### src/sv/spd_pkg.sv
`timescale 1ns / 1ps
`default_nettype none
// ----------------------------------------------------------------------------
// Pair de-duplication package
// Shared field widths, command and verdict codes, and the transaction types
// that travel between the front end, the back end and the result queue.
// ----------------------------------------------------------------------------
package spd_pkg;

  localparam int ID_W      = 8;
  localparam int CNT_W     = 9;
  localparam int VERDICT_W = 3;

  localparam logic [CNT_W-1:0] LIMIT_RESET = 9'd10;
  localparam logic [CNT_W-1:0] COUNT_MAX   = 9'd511;

  localparam logic CMD_CLEAR = 1'b0;
  localparam logic CMD_PAIR  = 1'b1;

  localparam logic [VERDICT_W-1:0] VERDICT_ACCEPT         = 3'd0;
  localparam logic [VERDICT_W-1:0] VERDICT_DUPLICATE      = 3'd1;
  localparam logic [VERDICT_W-1:0] VERDICT_SELF           = 3'd2;
  localparam logic [VERDICT_W-1:0] VERDICT_LOWER_UNLISTED = 3'd3;
  localparam logic [VERDICT_W-1:0] VERDICT_REVERSE_HELD   = 3'd4;
  localparam logic [VERDICT_W-1:0] VERDICT_LIMIT          = 3'd5;
  localparam logic [VERDICT_W-1:0] VERDICT_CLEARED        = 3'd6;

  // Input transaction after classification by the front end.
  typedef struct packed {
    logic            cmd;
    logic [ID_W-1:0] image_id;
    logic [ID_W-1:0] match_id;
    logic            is_self;
    logic            is_lower;
  } item_t;

  // Result transaction.
  typedef struct packed {
    logic [ID_W-1:0]      pair_image;
    logic [ID_W-1:0]      pair_match;
    logic [VERDICT_W-1:0] verdict;
  } result_t;

endpackage
`default_nettype wire

### src/sv/spd_front.sv
`timescale 1ns / 1ps
`default_nettype none
// ----------------------------------------------------------------------------
// Pair de-duplication front end
// Accepts input transactions, classifies the pair (self, lower) and holds
// them in a two-entry queue for the back end.
// ----------------------------------------------------------------------------
module spd_front import spd_pkg::*; (
  input  wire logic            clk,
  input  wire logic            rst,
  input  wire logic            push,
  output logic                 full,
  input  wire logic            command,
  input  wire logic [ID_W-1:0] image_id,
  input  wire logic [ID_W-1:0] match_id,
  input  wire logic            sweep,
  output logic                 out_valid,
  output item_t                out_item,
  input  wire logic            out_take
);

  item_t      entries [2];
  logic       wr_ptr;
  logic       rd_ptr;
  logic [1:0] count;
  logic       accept;
  item_t      new_item;

  // The back end accepts nothing while it sweeps the stores.
  assign full      = (count == 2'd2) || sweep;
  assign accept    = push && !full;
  assign out_valid = (count != 2'd0);
  assign out_item  = entries[rd_ptr];

  always_comb begin
    new_item.cmd      = command;
    new_item.image_id = image_id;
    new_item.match_id = match_id;
    new_item.is_self  = (match_id == image_id);
    new_item.is_lower = (match_id < image_id);
  end

  always_ff @(posedge clk) begin
    if (accept) begin
      entries[wr_ptr] <= new_item;
    end
  end

  always_ff @(posedge clk) begin
    if (rst) begin
      wr_ptr <= 1'b0;
      rd_ptr <= 1'b0;
      count  <= 2'd0;
    end else begin
      if (accept) begin
        wr_ptr <= !wr_ptr;
      end
      if (out_take) begin
        rd_ptr <= !rd_ptr;
      end
      case ({accept, out_take})
        2'b10:   count <= count + 2'd1;
        2'b01:   count <= count - 2'd1;
        default: count <= count;
      endcase
    end
  end

endmodule
`default_nettype wire

### config.mk
export PLATFORM = sky130hd
export DESIGN_NAME = spd_front
export DESIGN_NICKNAME = d
export VERILOG_FILES = /design/src/sv/spd_pkg.sv /design/src/sv/spd_front.sv
export SDC_FILE = /design/constraint.sdc
export NUM_CORES = 1
export LEC_CHECK = 0
export ABC_AREA = 1
export BUFFER_PORTS_ARGS = -buffer_cell sky130_fd_sc_hd__buf_4
export CORE_AREA = 2 2 80 63
export DETAILED_ROUTE_END_ITERATION = 6
export DIE_AREA = 0 0 82 65
export PLACE_DENSITY_LB_ADDON = 0.3
export SYNTH_ARGS = -nofsm -noshare
export SYNTH_HDL_FRONTEND = slang
export SYNTH_SLANG_ARGS = --single-unit
### constraint.sdc
create_clock -name clk -period 3.23 [get_ports clk]
set_input_delay 0.323 -clock clk [delete_from_list [all_inputs] [get_ports clk]]
set_output_delay 0.323 -clock clk [all_outputs]
set_load 0.02 [all_outputs]
==> results.md <==
* Worst slew margin at 31.0%
* Slew @ Worst Pin at 1.03 ns
* Max VDD drop at 242 uV
* Vias in the first global route at 1,141
* Clk_skew at 0.00488 ns
* Final hold violations at 0
* Net Sw Frac at 23.2%
* Yosys warnings at 0
* Top-count cell post-synth: edfxtp_1
* Hold Buf Count CTS at 0
* Pleak at 0.000993 uW
* Final min period at 1.87 ns
* Ratio of cells with drive above 1 in the final layout at 40.1%
* Internal power at 959 uW
* Netlist cell types at 18
* Seq/Total Area, Yosys at 66.4%
* First-pass GRT wire length at 5200 um
* Via count at 1,113
* Multi-input gate area at 529 um^2
* # diodes at 0
* Combinational share of power at 16.8%
* Clock power frac at 31.9%
* Post-CTS Setup Inserts at 0
* Initial antenna violation count at 0
* Row count at 22
* Synth Instances at 128
* Total CTS buffers at 5
* Final setup viols at 0
* Top FF cell, synth: edfxtp_1
* Die area at 5330 um^2
* CTS Buffer Depth at 2
* Crit share post-route at 58.0%
* Crit-path max FO at 19
* CTS tree: built
* List of most frequent post-synthesis cells: edfxtp_1 (38), inv_1 (19), nand2_1 (16), mux2_4 (10)
* Gr usage total at 13.3%
* Via-per-instance ratio at 4.70
* Final setup margin at 1.36 ns
* Routed len/inst at 13.5 um
* # Max-Cap Violations at 0
* # resized after CTS at 0
* Mapped cell area at 1870 um^2
* Clk Latency, worst-skew pair at 0.29 ns
* RD Place Congestion at 0.738
* WL final at 3200 um
* Syn nets at 159
* Worst min-delay path class: input port to flop
* Dominant cells by area after synthesis: edfxtp_1 (61%), mux2_4 (8.0%), ha_1 (6.0%), mux2_2 (5.4%), dfxtp_1 (5.4%)
* Cell area power density at 533 nW/um^2
* Fillers at 417
* TritonCTS Sinks at 43
* Arrival @ worst endpoint at 1.78 ns
* Initial Utilization at 40.4%
* Crit end category: flop
* Per-instance average area after synthesis at 14.6 um^2
* HPWL after DPL at 2390 um
* TNS Setup at 0 ns
* Post-synth EDFFs at 38
* FFs w/ async S/R, synth at 0%
* Core Box Area at 4620 um^2
* DR iter-0 viols at 49
* Num ports at 43
* Setup CP Type: flop to flop
* Register area at 1240 um^2
* Switching power at 291 uW
* Antenna Nets Post-Route at 0
* Root buffer cell: clkbuf_8
* Peak Freq at 0.534 GHz
* Worst EP required at 3.14 ns
* Drt pass-1 iters at 4
* Layout overhead on the synthesized area at 25.5%
* Final nets at 207
* Status: finished clean
* # port buffers at 42
* DIE WIDTH at 82 um
* Cell taking the most area after synthesis: edfxtp_1
* CP startpoint kind: flop
* Yosys top cell area share at 61.0%
* #FFs+latches synth at 43
* CTS clock-pin slew for the worst setup and hold paths at 0.08 ns
* Sequential Power Share at 51.3%
* Largest net degree at the start of global routing at 20
* Die span in y at 65 um
* Post-placement setup slack at 1.36 ns
* H-tree levels at 2
* Max Transition Viols Final at 0
* GR Overflow Total at 0
* RSZ-0062 raised after global routing: false
* DRC at 0
[layout by cell type, fill, tap and decap left out]
master and n:
buf_4 43, edfxtp_1 38, inv_1 19, nand2_1 16, mux2_4 10, mux2_2 9
ha_1 9, a21oi_1 5, dfxtp_1 5, clkbuf_8 5, nor2_1 4, nand3_1 3
nand4_1 2, or2_2 1, nor2_2 1, nor3_1 1, o21ai_0 1, xnor2_1 1
a31oi_1 1, clkinv_1 1, clkinv_2 1, bufinv_16 1
[final cells by class]
type                            instances  share of cell area, %
Tap cell                               60                   3.20
Timing Repair Buffer                   43                   13.8
Clock inverter                          3                   1.65
Inverter                               19                   3.04
Sequential cell                        43                   52.9
Clock buffer                            5                   2.93
Multi-Input combinational cell         64                   22.5
[path summary, 6_finish.rpt]
kind                            cells after the start  slack (ns)              to     start
worst min register to register                      2        0.47          wr_ptr    wr_ptr
worst min-delay path                                2        0.21            flop       rst
worst max register to register                      4        1.36  entries[1][16]  count[0]
worst max-delay path                                4        1.36  entries[1][16]  count[0]
[sequential cells by signal, summed over array words and instances (netlist names), named ones only]
register  flops
entries      38
count         2
rd_ptr        1
wr_ptr        1
[logic make-up after synthesis]
| logic type | synth area share (%) |
|---|---|
| DFF | 66.4 |
| muxes | 13.4 |
| and+or+nand+nor | 6.29 |
| buffers and inverters | 5.49 |
| adders and majority gates | 6.02 |
| AOI/OAI and AO/OA | 1.94 |
| xor gates and xnor gates | 0.468 |
[power by group through the flow]
stage / Sequential (uW) / Clock, uW / Combinational (uW)
floorplan: 652 / 0 / 135
global placement: 652 / 0 / 207
detailed placement: 654 / 0 / 213
CTS: 642 / 406 / 214
global route: 644 / 434 / 230
finish: 641 / 398 / 210
[metal layers]
metal	up-vias	track usage, %	part of all wire, %
met5	-	0	0
met4	0	5.42	2.1
met3	7	4.18	6.0
met2	37	21.7	48
met1	527	16.1	44
li1	542	-	-
[metrics by stage]
stage          area, um^2  utilization [%]  instances  hold WS (ns)  total power [uW]
2_1_floorplan        1870                -        128         0.392               786
3_3_place_gp         2240             48.4        229         0.448               859
3_5_place_dp         2240             48.4        229         0.458               868
4_1_cts              2350             50.8        237         0.203              1260
5_1_grt              2350             50.8        237         0.203              1310
6_report             2350             50.8        237         0.215              1250
[worst max-delay path: stages, from the launching register on]
cell	delay, ns
dfxtp_1	0.36
inv_1	0.09
nand2_1	0.10
nand3_1	0.13
nor2_2	0.81
Note: power is estimated with default switching activity, not from simulation.
