**src/sv/spd_pkg.sv**
```systemverilog
`timescale 1ns / 1ps
`default_nettype none
// ----------------------------------------------------------------------------
// Pair de-duplication package
// Shared field widths, command and verdict codes, and the transaction types
// that travel between the front end, the back end and the result queue.
// ----------------------------------------------------------------------------
package spd_pkg;

  localparam int ID_W      = 8;
  localparam int CNT_W     = 9;
  localparam int VERDICT_W = 3;

  localparam logic [CNT_W-1:0] LIMIT_RESET = 9'd10;
  localparam logic [CNT_W-1:0] COUNT_MAX   = 9'd511;

  localparam logic CMD_CLEAR = 1'b0;
  localparam logic CMD_PAIR  = 1'b1;

  localparam logic [VERDICT_W-1:0] VERDICT_ACCEPT         = 3'd0;
  localparam logic [VERDICT_W-1:0] VERDICT_DUPLICATE      = 3'd1;
  localparam logic [VERDICT_W-1:0] VERDICT_SELF           = 3'd2;
  localparam logic [VERDICT_W-1:0] VERDICT_LOWER_UNLISTED = 3'd3;
  localparam logic [VERDICT_W-1:0] VERDICT_REVERSE_HELD   = 3'd4;
  localparam logic [VERDICT_W-1:0] VERDICT_LIMIT          = 3'd5;
  localparam logic [VERDICT_W-1:0] VERDICT_CLEARED        = 3'd6;

  // Input transaction after classification by the front end.
  typedef struct packed {
    logic            cmd;
    logic [ID_W-1:0] image_id;
    logic [ID_W-1:0] match_id;
    logic            is_self;
    logic            is_lower;
  } item_t;

  // Result transaction.
  typedef struct packed {
    logic [ID_W-1:0]      pair_image;
    logic [ID_W-1:0]      pair_match;
    logic [VERDICT_W-1:0] verdict;
  } result_t;

endpackage
`default_nettype wire

```
**src/sv/spd_rq.sv**
```systemverilog
`timescale 1ns / 1ps
`default_nettype none
// ----------------------------------------------------------------------------
// Pair de-duplication result queue
// Two-entry queue that holds finished results until they are popped.
// ----------------------------------------------------------------------------
module spd_rq import spd_pkg::*; (
  input  wire logic    clk,
  input  wire logic    rst,
  input  wire logic    res_push,
  input  wire result_t res,
  output logic         rq_full,
  output logic         empty,
  input  wire logic    pop,
  output result_t      head
);

  result_t    entries [2];
  logic       wr_ptr;
  logic       rd_ptr;
  logic [1:0] count;
  logic       take;

  assign rq_full = (count == 2'd2);
  assign empty   = (count == 2'd0);
  assign take    = pop && !empty;
  assign head    = entries[rd_ptr];

  always_ff @(posedge clk) begin
    if (res_push) begin
      entries[wr_ptr] <= res;
    end
  end

  always_ff @(posedge clk) begin
    if (rst) begin
      wr_ptr <= 1'b0;
      rd_ptr <= 1'b0;
      count  <= 2'd0;
    end else begin
      if (res_push) begin
        wr_ptr <= !wr_ptr;
      end
      if (take) begin
        rd_ptr <= !rd_ptr;
      end
      case ({res_push, take})
        2'b10:   count <= count + 2'd1;
        2'b01:   count <= count - 2'd1;
        default: count <= count;
      endcase
    end
  end

endmodule
`default_nettype wire

```
**config.mk**
```make
export PLATFORM = sky130hd
export DESIGN_NAME = spd_rq
export DESIGN_NICKNAME = d
export VERILOG_FILES = /design/src/sv/spd_pkg.sv /design/src/sv/spd_rq.sv
export SDC_FILE = /design/constraint.sdc
export NUM_CORES = 1
export LEC_CHECK = 0
export BUFFER_PORTS_ARGS = -buffer_cell sky130_fd_sc_hd__buf_2
export CELL_PAD_IN_SITES_DETAIL_PLACEMENT = 1
export CELL_PAD_IN_SITES_GLOBAL_PLACEMENT = 2
export CORE_ASPECT_RATIO = 1.1
export CORE_MARGIN = 4
export CORE_UTILIZATION = 32
export DETAILED_ROUTE_END_ITERATION = 10
export HOLD_SLACK_MARGIN = 0.05
export MAX_ROUTING_LAYER = met4
export PLACE_DENSITY_LB_ADDON = 0.1
export SETUP_SLACK_MARGIN = 0.3
export SYNTH_ARGS = -nofsm -noshare
export SYNTH_HDL_FRONTEND = slang
export SYNTH_SLANG_ARGS = --single-unit
export TNS_END_PERCENT = 30
```
**constraint.sdc**
```tcl
create_clock -name clk -period 1.5 [get_ports clk]
set_clock_uncertainty 0.1 [all_clocks]
set_input_delay 0 -clock clk [delete_from_list [all_inputs] [get_ports clk]]
set_output_delay 0 -clock clk [all_outputs]
set_load 0.02 [all_outputs]
```
==> results of run 1 <==
-- timing repair --
action,4_1_cts,5_1_grt
endpoints found under the setup margin,21,22
pin swaps,1,1
gates cloned,1,0
hold endpoints to repair,43,0
gates resized for setup,21,49
hold buffers,21,0
buffers inserted,3,0
-- layout by cell type, fill, tap and decap left out, types with 3 or more instances in the layout --
| master | instances |
|---|---|
| nor2_1 | 5 |
| buf_8 | 3 |
| buf_4 | 4 |
| edfxtp_1 | 38 |
| clkbuf_8 | 5 |
| mux2_4 | 19 |
| buf_6 | 19 |
| buf_2 | 23 |
| dlygate4sd3_1 | 21 |
-- worst max-delay path, cell delays in order, from the launching register on --
cell and delay (ps):
dfxtp_4 340, o21a_1 200, ha_4 170, xnor2_2 130, or3_1 320, a21oi_1 120
-- power by group through the flow --
stage	Combinational [mW]	Clock, mW	Sequential [mW]
floorplan	0.615	0	1.49
global placement	0.883	0	1.50
detailed placement	0.906	0	1.51
CTS	1.12	0.706	1.49
global route	1.46	0.769	1.50
finish	1.37	0.671	1.49
-- state kept, by name, summed over array words and instances, names as in the netlist, named ones only --
name     count
count        2
entries     38
rd_ptr       1
wr_ptr       1
-- cell type report --
cell class	instances	area [sq um]	area share (%)
inverters	1	3.75	0.152
multi-input cells	36	417	16.8
well taps	56	70.1	2.83
flip-flops and latches	43	1250	50.5
clock inverters	2	7.51	0.303
repair buffers	72	654	26.4
clock buffers	6	72.6	2.93
-- synth_stat cells --
master    count
o21a_1        1
edfxtp_1     38
mux2_2       19
and2_1        1
dfxtp_1       5
a21oi_1       1
buf_2         2
xnor2_1       3
inv_1         1
or3_1         1
xor2_1        1
ha_1          1
and2b_2       1
o21ai_0       1
nor2_1        6
-- cell families (layout without fill, tap and decap cells) --
group | Yosys count | after routing | synth area share (%)
DFF | 43 | 43 | 78.7
xor gates and xnor gates | 4 | 4 | 2.22
muxes | 19 | 19 | 13.6
and+or+nand+nor | 9 | 9 | 2.78
adders and majority gates | 1 | 1 | 0.793
buffers and inverters | 3 | 81 | 0.872
AOI/OAI and AO/OA | 3 | 3 | 1.11
-- per-layer routing --
metal	track usage, %	share of wire [%]	up-vias
li1	-	-	461
met1	11.6	37	475
met2	20.5	57	26
met3	3.79	4.8	4
met4	4.27	1.2	0
met5	-	0	-
-- worst max-delay path by stage --
stage,startpoint,endpoint,slack [ps]
floorplan,count[0],count[1],110
global placement,count[0],count[1],80
detailed placement,count[0],count[1],30
CTS,count[0],count[1],50
global route,count[0],count[1],-10
finish,count[0],count[1],40
-- per-stage QoR --
| step | hold slack [ps] | TNS (ps) |
|---|---|---|
| 6_report | 154 | 0 |
| 5_1_grt | 188 | -10.7 |
| 4_1_cts | 140 | 0 |
| 3_5_place_dp | 93.8 | 0 |
| 3_3_place_gp | 88.0 | 0 |
| 2_1_floorplan | -35.0 | 0 |
==> results_dict.tcl, run 1 <==
set metrics [dict create \
    status "completed" \
    insertion_delay_ps 280 \
    placed_area_sq_um 1920 \
    critPathArrivalTime_ps 1570 \
    grt_pass1_wl_um 4970 \
    min_period_ps 1460 \
    cts_buffer_depth 2 \
    worst_pin_slew_ps 169 \
    sequentialPowerShare_pct 42.2 \
    p_leak_nw 0.979 \
    grt_overflow_total 0 \
    cap_violations 0 \
    power.share.clock_pct 19.0 \
    yosys_warnings 0 \
    p_per_area_nw_per_um2 1430 \
    die_width_um 75.0 \
    ys_top_cells_by_area "edfxtp_1, mux2_2, dfxtp_1" \
    syn_area_per_cell_sq_um 19.2 \
    cts.sinks 43 \
    clk_pin_slew_worst_paths_ps 70 \
    cts_inserted_buffers 5 \
    r2r-start "count[0]" \
    io_pins 44 \
    grt_pass1_vias 1080 \
    synth_nets 106 \
    ir_worst_vdd_mv 0.829 \
    timing.final.ws_setup_ps 44.7 \
    internal_power_mw 2.53 \
    post-route-period-util_pct 97.0 \
    cp_max_fo 2 \
    p_total_mw 3.53 \
    io_buffers 43 \
    synthToLayoutAreaGrowth_pct 56.9 \
    drt_pass1_iterations 3 \
    power_switching_mw 1.01 \
    setup.worst_path.start_class "flop" \
    start_util_pct 33.4 \
    max_freq_ghz 0.687 \
    drive_above_1_share_pct 51.2 \
    grtUsageTotal_pct 11.5 \
    ys_seq_area_share_pct 78.7 \
    drc 0 \
    synth_top_area_cell "edfxtp_1" \
    place.gp.congestion 0.643 \
    pre_cts_slack_ps 31.6 \
    die_area_sq_um 6120 \
    num-fill-cells 439 \
    hpwl_um 2070 \
    first_iter_violations 50 \
    slew_headroom_pct 88.7 \
    stdcell_count 216 \
    ys_ff_latch 43 \
    switching_share_pct 28.5 \
    root_buffer "clkbuf_8" \
    vias_per_cell 4.47 \
    die_h_um 81.6 \
    holdPathStages 5 \
    syn_inst 82 \
    rsz0062_at_grt "yes" \
    rows 26 \
    path_class "flop to flop" \
    wirelength_um 3300 \
    comb_power_share_pct 38.8 \
    synth_cell_types 15 \
    cp-end-kind "flop" \
    antenna_found_initial 0 \
    final-hold-violation-count 0 \
    utilization_pct 52.5 \
    drv_slew 0 \
    hold_start "pop" \
    r2r_end "count[1]" \
    yosys.area.top_type_share_pct 72.3 \
    netlist_area_sq_um 1580 \
    routedWlPerCell_um 15.3 \
    ant_nets 0 \
    final_area_sq_um 2470 \
    r2r_cells 5 \
    hold_path.class "primary input to flop" \
    cts_tree "built" \
    core_sq_um 4720 \
    dp_cells 183 \
    required_ps 1610 \
    grt_max_degree 20 \
    h-tree-depth 2 \
    rrSetupSlack_ps 40 \
    finalSetupViolCount 0 \
    via_count 966 \
    nets 183 \
    n_antenna_cell 0 \
]
Power figures use the tool's default switching activity.
==> run 2, diff against run 1 <==
==> constraint.sdc (replaced) <==
create_clock -name clk -period 1.5 [get_ports clk]
set_clock_uncertainty 0.1 [all_clocks]
set_input_delay 0 -clock clk [delete_from_list [all_inputs] [get_ports clk]]
set_output_delay 0 -clock clk [all_outputs]
set_load 0.005 [all_outputs]
==> results_dict.tcl, run 2 (same netlist as run 1, synthesis figures left out) <==
set metrics [dict create \
    hpwl_um 2120 \
    antenna_found_initial 0 \
    internal_power_mw 2.70 \
    rsz0062_at_grt "yes" \
    core_sq_um 4720 \
    hold_path.class "primary input to flop" \
    cpPeakStageDelay_ps 350 \
    clk_pin_slew_worst_paths_ps 70 \
    p_leak_nw 1.00 \
    rrSetupSlack_ps 30 \
    critPathSlowestCell "dfxtp_4" \
    r2r_cells 5 \
    path_buf_inv 0 \
    slew_headroom_pct 88.7 \
    pre_cts_slack_ps -1.10 \
    routedWlPerCell_um 15.3 \
    crit_chain "o21a_4 -> ha_4 -> xnor2_2 -> or3_1 -> a21oi_1" \
    path_class "flop to flop" \
    cts_inserted_buffers 5 \
    placed_area_sq_um 1920 \
    cp_max_fo 2 \
    die_h_um 81.6 \
    hold_start "pop" \
    power.share.clock_pct 24.1 \
    die_area_sq_um 6120 \
    grt_pass1_wl_um 5040 \
    start_util_pct 33.4 \
    via_count 977 \
    finalSetupViolCount 0 \
    final-hold-violation-count 0 \
    first_iter_violations 41 \
    cap_violations 0 \
    h-tree-depth 2 \
    grt_pass1_vias 1073 \
    cp_top_family "flip-flops" \
    max_freq_ghz 0.679 \
    num-fill-cells 453 \
    critPathArrivalTime_ps 1590 \
    drive_above_1_share_pct 53.8 \
    wirelength_um 3300 \
    grt_overflow_total 0 \
    cts_tree "built" \
    setup.worst_path.start_class "flop" \
    worst_pin_slew_ps 169 \
    nets 183 \
    final_area_sq_um 2510 \
    largest_reg_flops 38 \
    utilization_pct 53.3 \
    required_ps 1620 \
    synthToLayoutAreaGrowth_pct 59.4 \
    rows 26 \
    io_buffers 43 \
    grtUsageTotal_pct 12.0 \
    final_cell_mix "edfxtp_1, buf_2, dlygate4sd3_1" \
    grt_use_met3_pct 4.04 \
    final_common_cell "edfxtp_1" \
    timing.final.ws_setup_ps 27.9 \
    r2r-start "count[0]" \
    ir_worst_vdd_mv 0.789 \
    r2r_end "count[1]" \
    power_switching_mw 0.854 \
    largestRegisters "entries: 38 flops, count: 2 flops" \
    holdPathStages 5 \
    sequentialPowerShare_pct 42.2 \
    place.gp.congestion 0.643 \
    p_per_area_nw_per_um2 1410 \
    io_pins 44 \
    insertion_delay_ps 280 \
    min_period_ps 1470 \
    dp_cells 183 \
    met2_usage_pct 21.1 \
    grt_max_degree 20 \
    post-route-period-util_pct 98.1 \
    largest-register "entries" \
    drv_slew 0 \
    drt_pass1_iterations 2 \
    vias_per_cell 4.52 \
    grt_use_met1_pct 11.6 \
    status "completed" \
    n_antenna_cell 0 \
    comb_power_share_pct 33.7 \
    die_width_um 75.0 \
    cts.sinks 43 \
    ant_nets 0 \
    grt_busiest_layer "met2" \
    root_buffer "clkbuf_8" \
    startpoint "count[0]" \
    cts_buffer_depth 2 \
    stdcell_count 216 \
    cp-end-kind "flop" \
    switching_share_pct 24.0 \
    drc 0 \
]
run 2: metrics by stage:
stage	hold slack (ps)	power [mW]	setup TNS, ps
after floorplan	-35.0	1.91	0
after global placement	88.5	2.20	0
after detailed placement	91.7	2.23	-1.10
after CTS	168	3.30	0
after global routing	124	3.77	-14.3
final	97.8	3.55	0
run 2: worst reg2reg max path: cells and delay by family (launching register included):
family / cells / cell delay [ps]
and+or+nand+nor: 1 / 320
DFF: 1 / 350
adders and majority gates: 1 / 160
xor gates and xnor gates: 1 / 130
AOI/OAI and AO/OA: 2 / 340
run 2: what timing repair did:
| action | CTS | global route |
|---|---|---|
| cloned | 1 | 0 |
| setup buffers | 3 | 0 |
| hold endpoints to repair | 43 | 0 |
| hold buffers | 21 | 0 |
| pin swaps | 2 | 2 |
| resized for setup | 14 | 39 |
| endpoints found under the setup margin | 21 | 24 |
run 2: per-layer routing:
metal	wire, um	vias to the layer above
li1	-	461
met1	1230	483
met2	1850	27
met3	139	6
met4	76	0
met5	0	-
run 2: how the worst max path moves through the flow:
stage	end	slack (ps)	depth (start not counted)
finish	count[1]	30	5
detailed placement	count[1]	-1	5
floorplan	count[1]	110	5
global route	count[1]	-10	5
global placement	count[1]	80	5
CTS	count[1]	5	5
run 2: area by class of cell:
cell class,instances,area [sq um],share of cell area [%]
Timing Repair Buffer,72,652,25.9
Clock buffer,5,68.8,2.74
Multi-Input combinational cell,36,432,17.2
Sequential cell,43,1250,49.7
Tap cell,56,70.1,2.79
Clock inverter,3,38.8,1.54
Inverter,1,3.75,0.149
run 2: power by group through the flow:
stage	logic [mW]	registers, mW	clock network, mW
floorplan	0.427	1.49	0
global placement	0.701	1.50	0
detailed placement	0.726	1.51	0
CTS	0.935	1.48	0.888
global route	1.30	1.51	0.955
finish	1.20	1.50	0.856
==> run 3, diff against run 2 <==
--- a/config.mk
+++ b/config.mk
@@ -9,12 +9,13 @@
 export CELL_PAD_IN_SITES_DETAIL_PLACEMENT = 1
 export CELL_PAD_IN_SITES_GLOBAL_PLACEMENT = 2
 export CORE_ASPECT_RATIO = 1.1
-export CORE_MARGIN = 4
+export CORE_MARGIN = 1
 export CORE_UTILIZATION = 32
 export DETAILED_ROUTE_END_ITERATION = 10
 export HOLD_SLACK_MARGIN = 0.05
 export MAX_ROUTING_LAYER = met4
 export PLACE_DENSITY_LB_ADDON = 0.1
+export REMOVE_ABC_BUFFERS = 1
 export SETUP_SLACK_MARGIN = 0.3
 export SYNTH_ARGS = -nofsm -noshare
 export SYNTH_HDL_FRONTEND = slang
==> results_dict.tcl, run 3 (same netlist as run 1, synthesis figures left out) <==
set metrics [dict create \
    drv_slew 0 \
    cp_max_fo 2 \
    slew_headroom_pct 84.2 \
    grtUsageTotal_pct 15.1 \
    drt_pass1_iterations 4 \
    n_antenna_cell 0 \
    insertion_delay_ps 290 \
    largest_reg_flops 38 \
    io_buffers 43 \
    post-route-period-util_pct 99.7 \
    ant_nets 0 \
    cts.sinks 43 \
    cts_inserted_buffers 5 \
    status "completed" \
    critPathArrivalTime_ps 1620 \
    setup.worst_path.start_class "flop" \
    rsz0062_at_grt "yes" \
    final_area_sq_um 2510 \
    via_count 986 \
    antenna_found_initial 0 \
    final-hold-violation-count 0 \
    ir_worst_vdd_mv 0.715 \
    required_ps 1620 \
    h-tree-depth 2 \
    start_util_pct 33.7 \
    grt_pass1_vias 1032 \
    p_leak_nw 0.995 \
    synthToLayoutAreaGrowth_pct 58.9 \
    worst_pin_slew_ps 234 \
    min_period_ps 1500 \
    nets 186 \
    drive_above_1_share_pct 53.4 \
    utilization_pct 53.5 \
    core_sq_um 4680 \
    place.gp.congestion 0.606 \
    p_per_area_nw_per_um2 1390 \
    grt_overflow_total 0 \
    finalSetupViolCount 0 \
    largest-register "entries" \
    hpwl_um 2050 \
    vias_per_cell 4.50 \
    die_area_sq_um 5220 \
    final_common_cell "edfxtp_1" \
    final_cell_mix "edfxtp_1, buf_2, buf_6" \
    die_h_um 75.6 \
    wirelength_um 3470 \
    hold_path.class "primary input to flop" \
    path_class "flop to flop" \
    setup-tns-final_ps 0 \
    drc 0 \
    grt_max_degree 13 \
    grt_pass1_wl_um 5110 \
    routedWlPerCell_um 15.8 \
    cap_violations 0 \
    die_width_um 69.0 \
    largestRegisters "entries: 38 flops, count: 2 flops" \
    rows 26 \
    io_pins 44 \
    cp-end-kind "flop" \
    max_freq_ghz 0.668 \
    first_iter_violations 35 \
    root_buffer "clkbuf_8" \
    placed_area_sq_um 1920 \
    cts_tree "built" \
    clk_pin_slew_worst_paths_ps 70 \
    cts_buffer_depth 2 \
]
-- run 3: final cells by class --
type	count	area, sq um
clock buffer	8	80.1
fill	452	2180
inverter	1	3.75
multi-input combinational	36	444
sequential	43	1250
tap	56	70.1
timing repair buffer	75	663
-- run 3: what timing repair did --
| action | CTS | global route |
|---|---|---|
| hold buffers | 21 | 0 |
| hold endpoints to repair | 43 | 0 |
| endpoints found under the setup margin | 34 | 36 |
| pin swaps | 2 | 2 |
| setup buffers | 1 | 1 |
| cloned | 1 | 0 |
| resized for setup | 24 | 33 |
-- run 3: final timing paths --
check | cells after the start | end | startpoint | slack (ps)
worst max register to register | 5 | count[1] | count[1] | 4
worst min register to register | 2 | wr_ptr | wr_ptr | 470
worst min-delay path | 3 | entries[1][3] | res_push | 180
worst max-delay path | 5 | count[1] | count[1] | 4
-- run 3: power breakdown --
group | leakage [nW] | switching [mW] | internal, mW
combinational | 0.557 | 0.457 | 0.829
clock | 0.0395 | 0.357 | 0.331
sequential | 0.399 | 0.0731 | 1.43
total | 0.995 | 0.887 | 2.59
-- run 3: per-stage QoR --
stage | cells | setup slack (ps) | hold WS [ps] | total power [mW]
3_3_place_gp | 187 | 65.7 | 88.5 | 2.20
3_5_place_dp | 187 | -52.1 | 92.7 | 2.23
4_1_cts | 218 | 19.3 | 156 | 3.17
2_1_floorplan | 80 | -143 | -30.9 | 1.88
6_report | 219 | 3.92 | 177 | 3.48
5_1_grt | 219 | -38.0 | 209 | 3.64
-- run 3: layer usage --
metal | part of all wire, % | GRT usage, % | up-vias
met4 | 1.5 | 8.16 | 0
met1 | 39 | 15.8 | 489
met2 | 56 | 25.8 | 22
met5 | 0 | - | -
li1 | - | - | 469
met3 | 3.3 | 3.59 | 6
-- run 3: worst max-delay path: stages, from the launching register on --
cell     delay [ps]
dfxtp_1         320
o21a_1          220
ha_4            170
xnor2_2         150
or3_4           350
a21oi_2         120
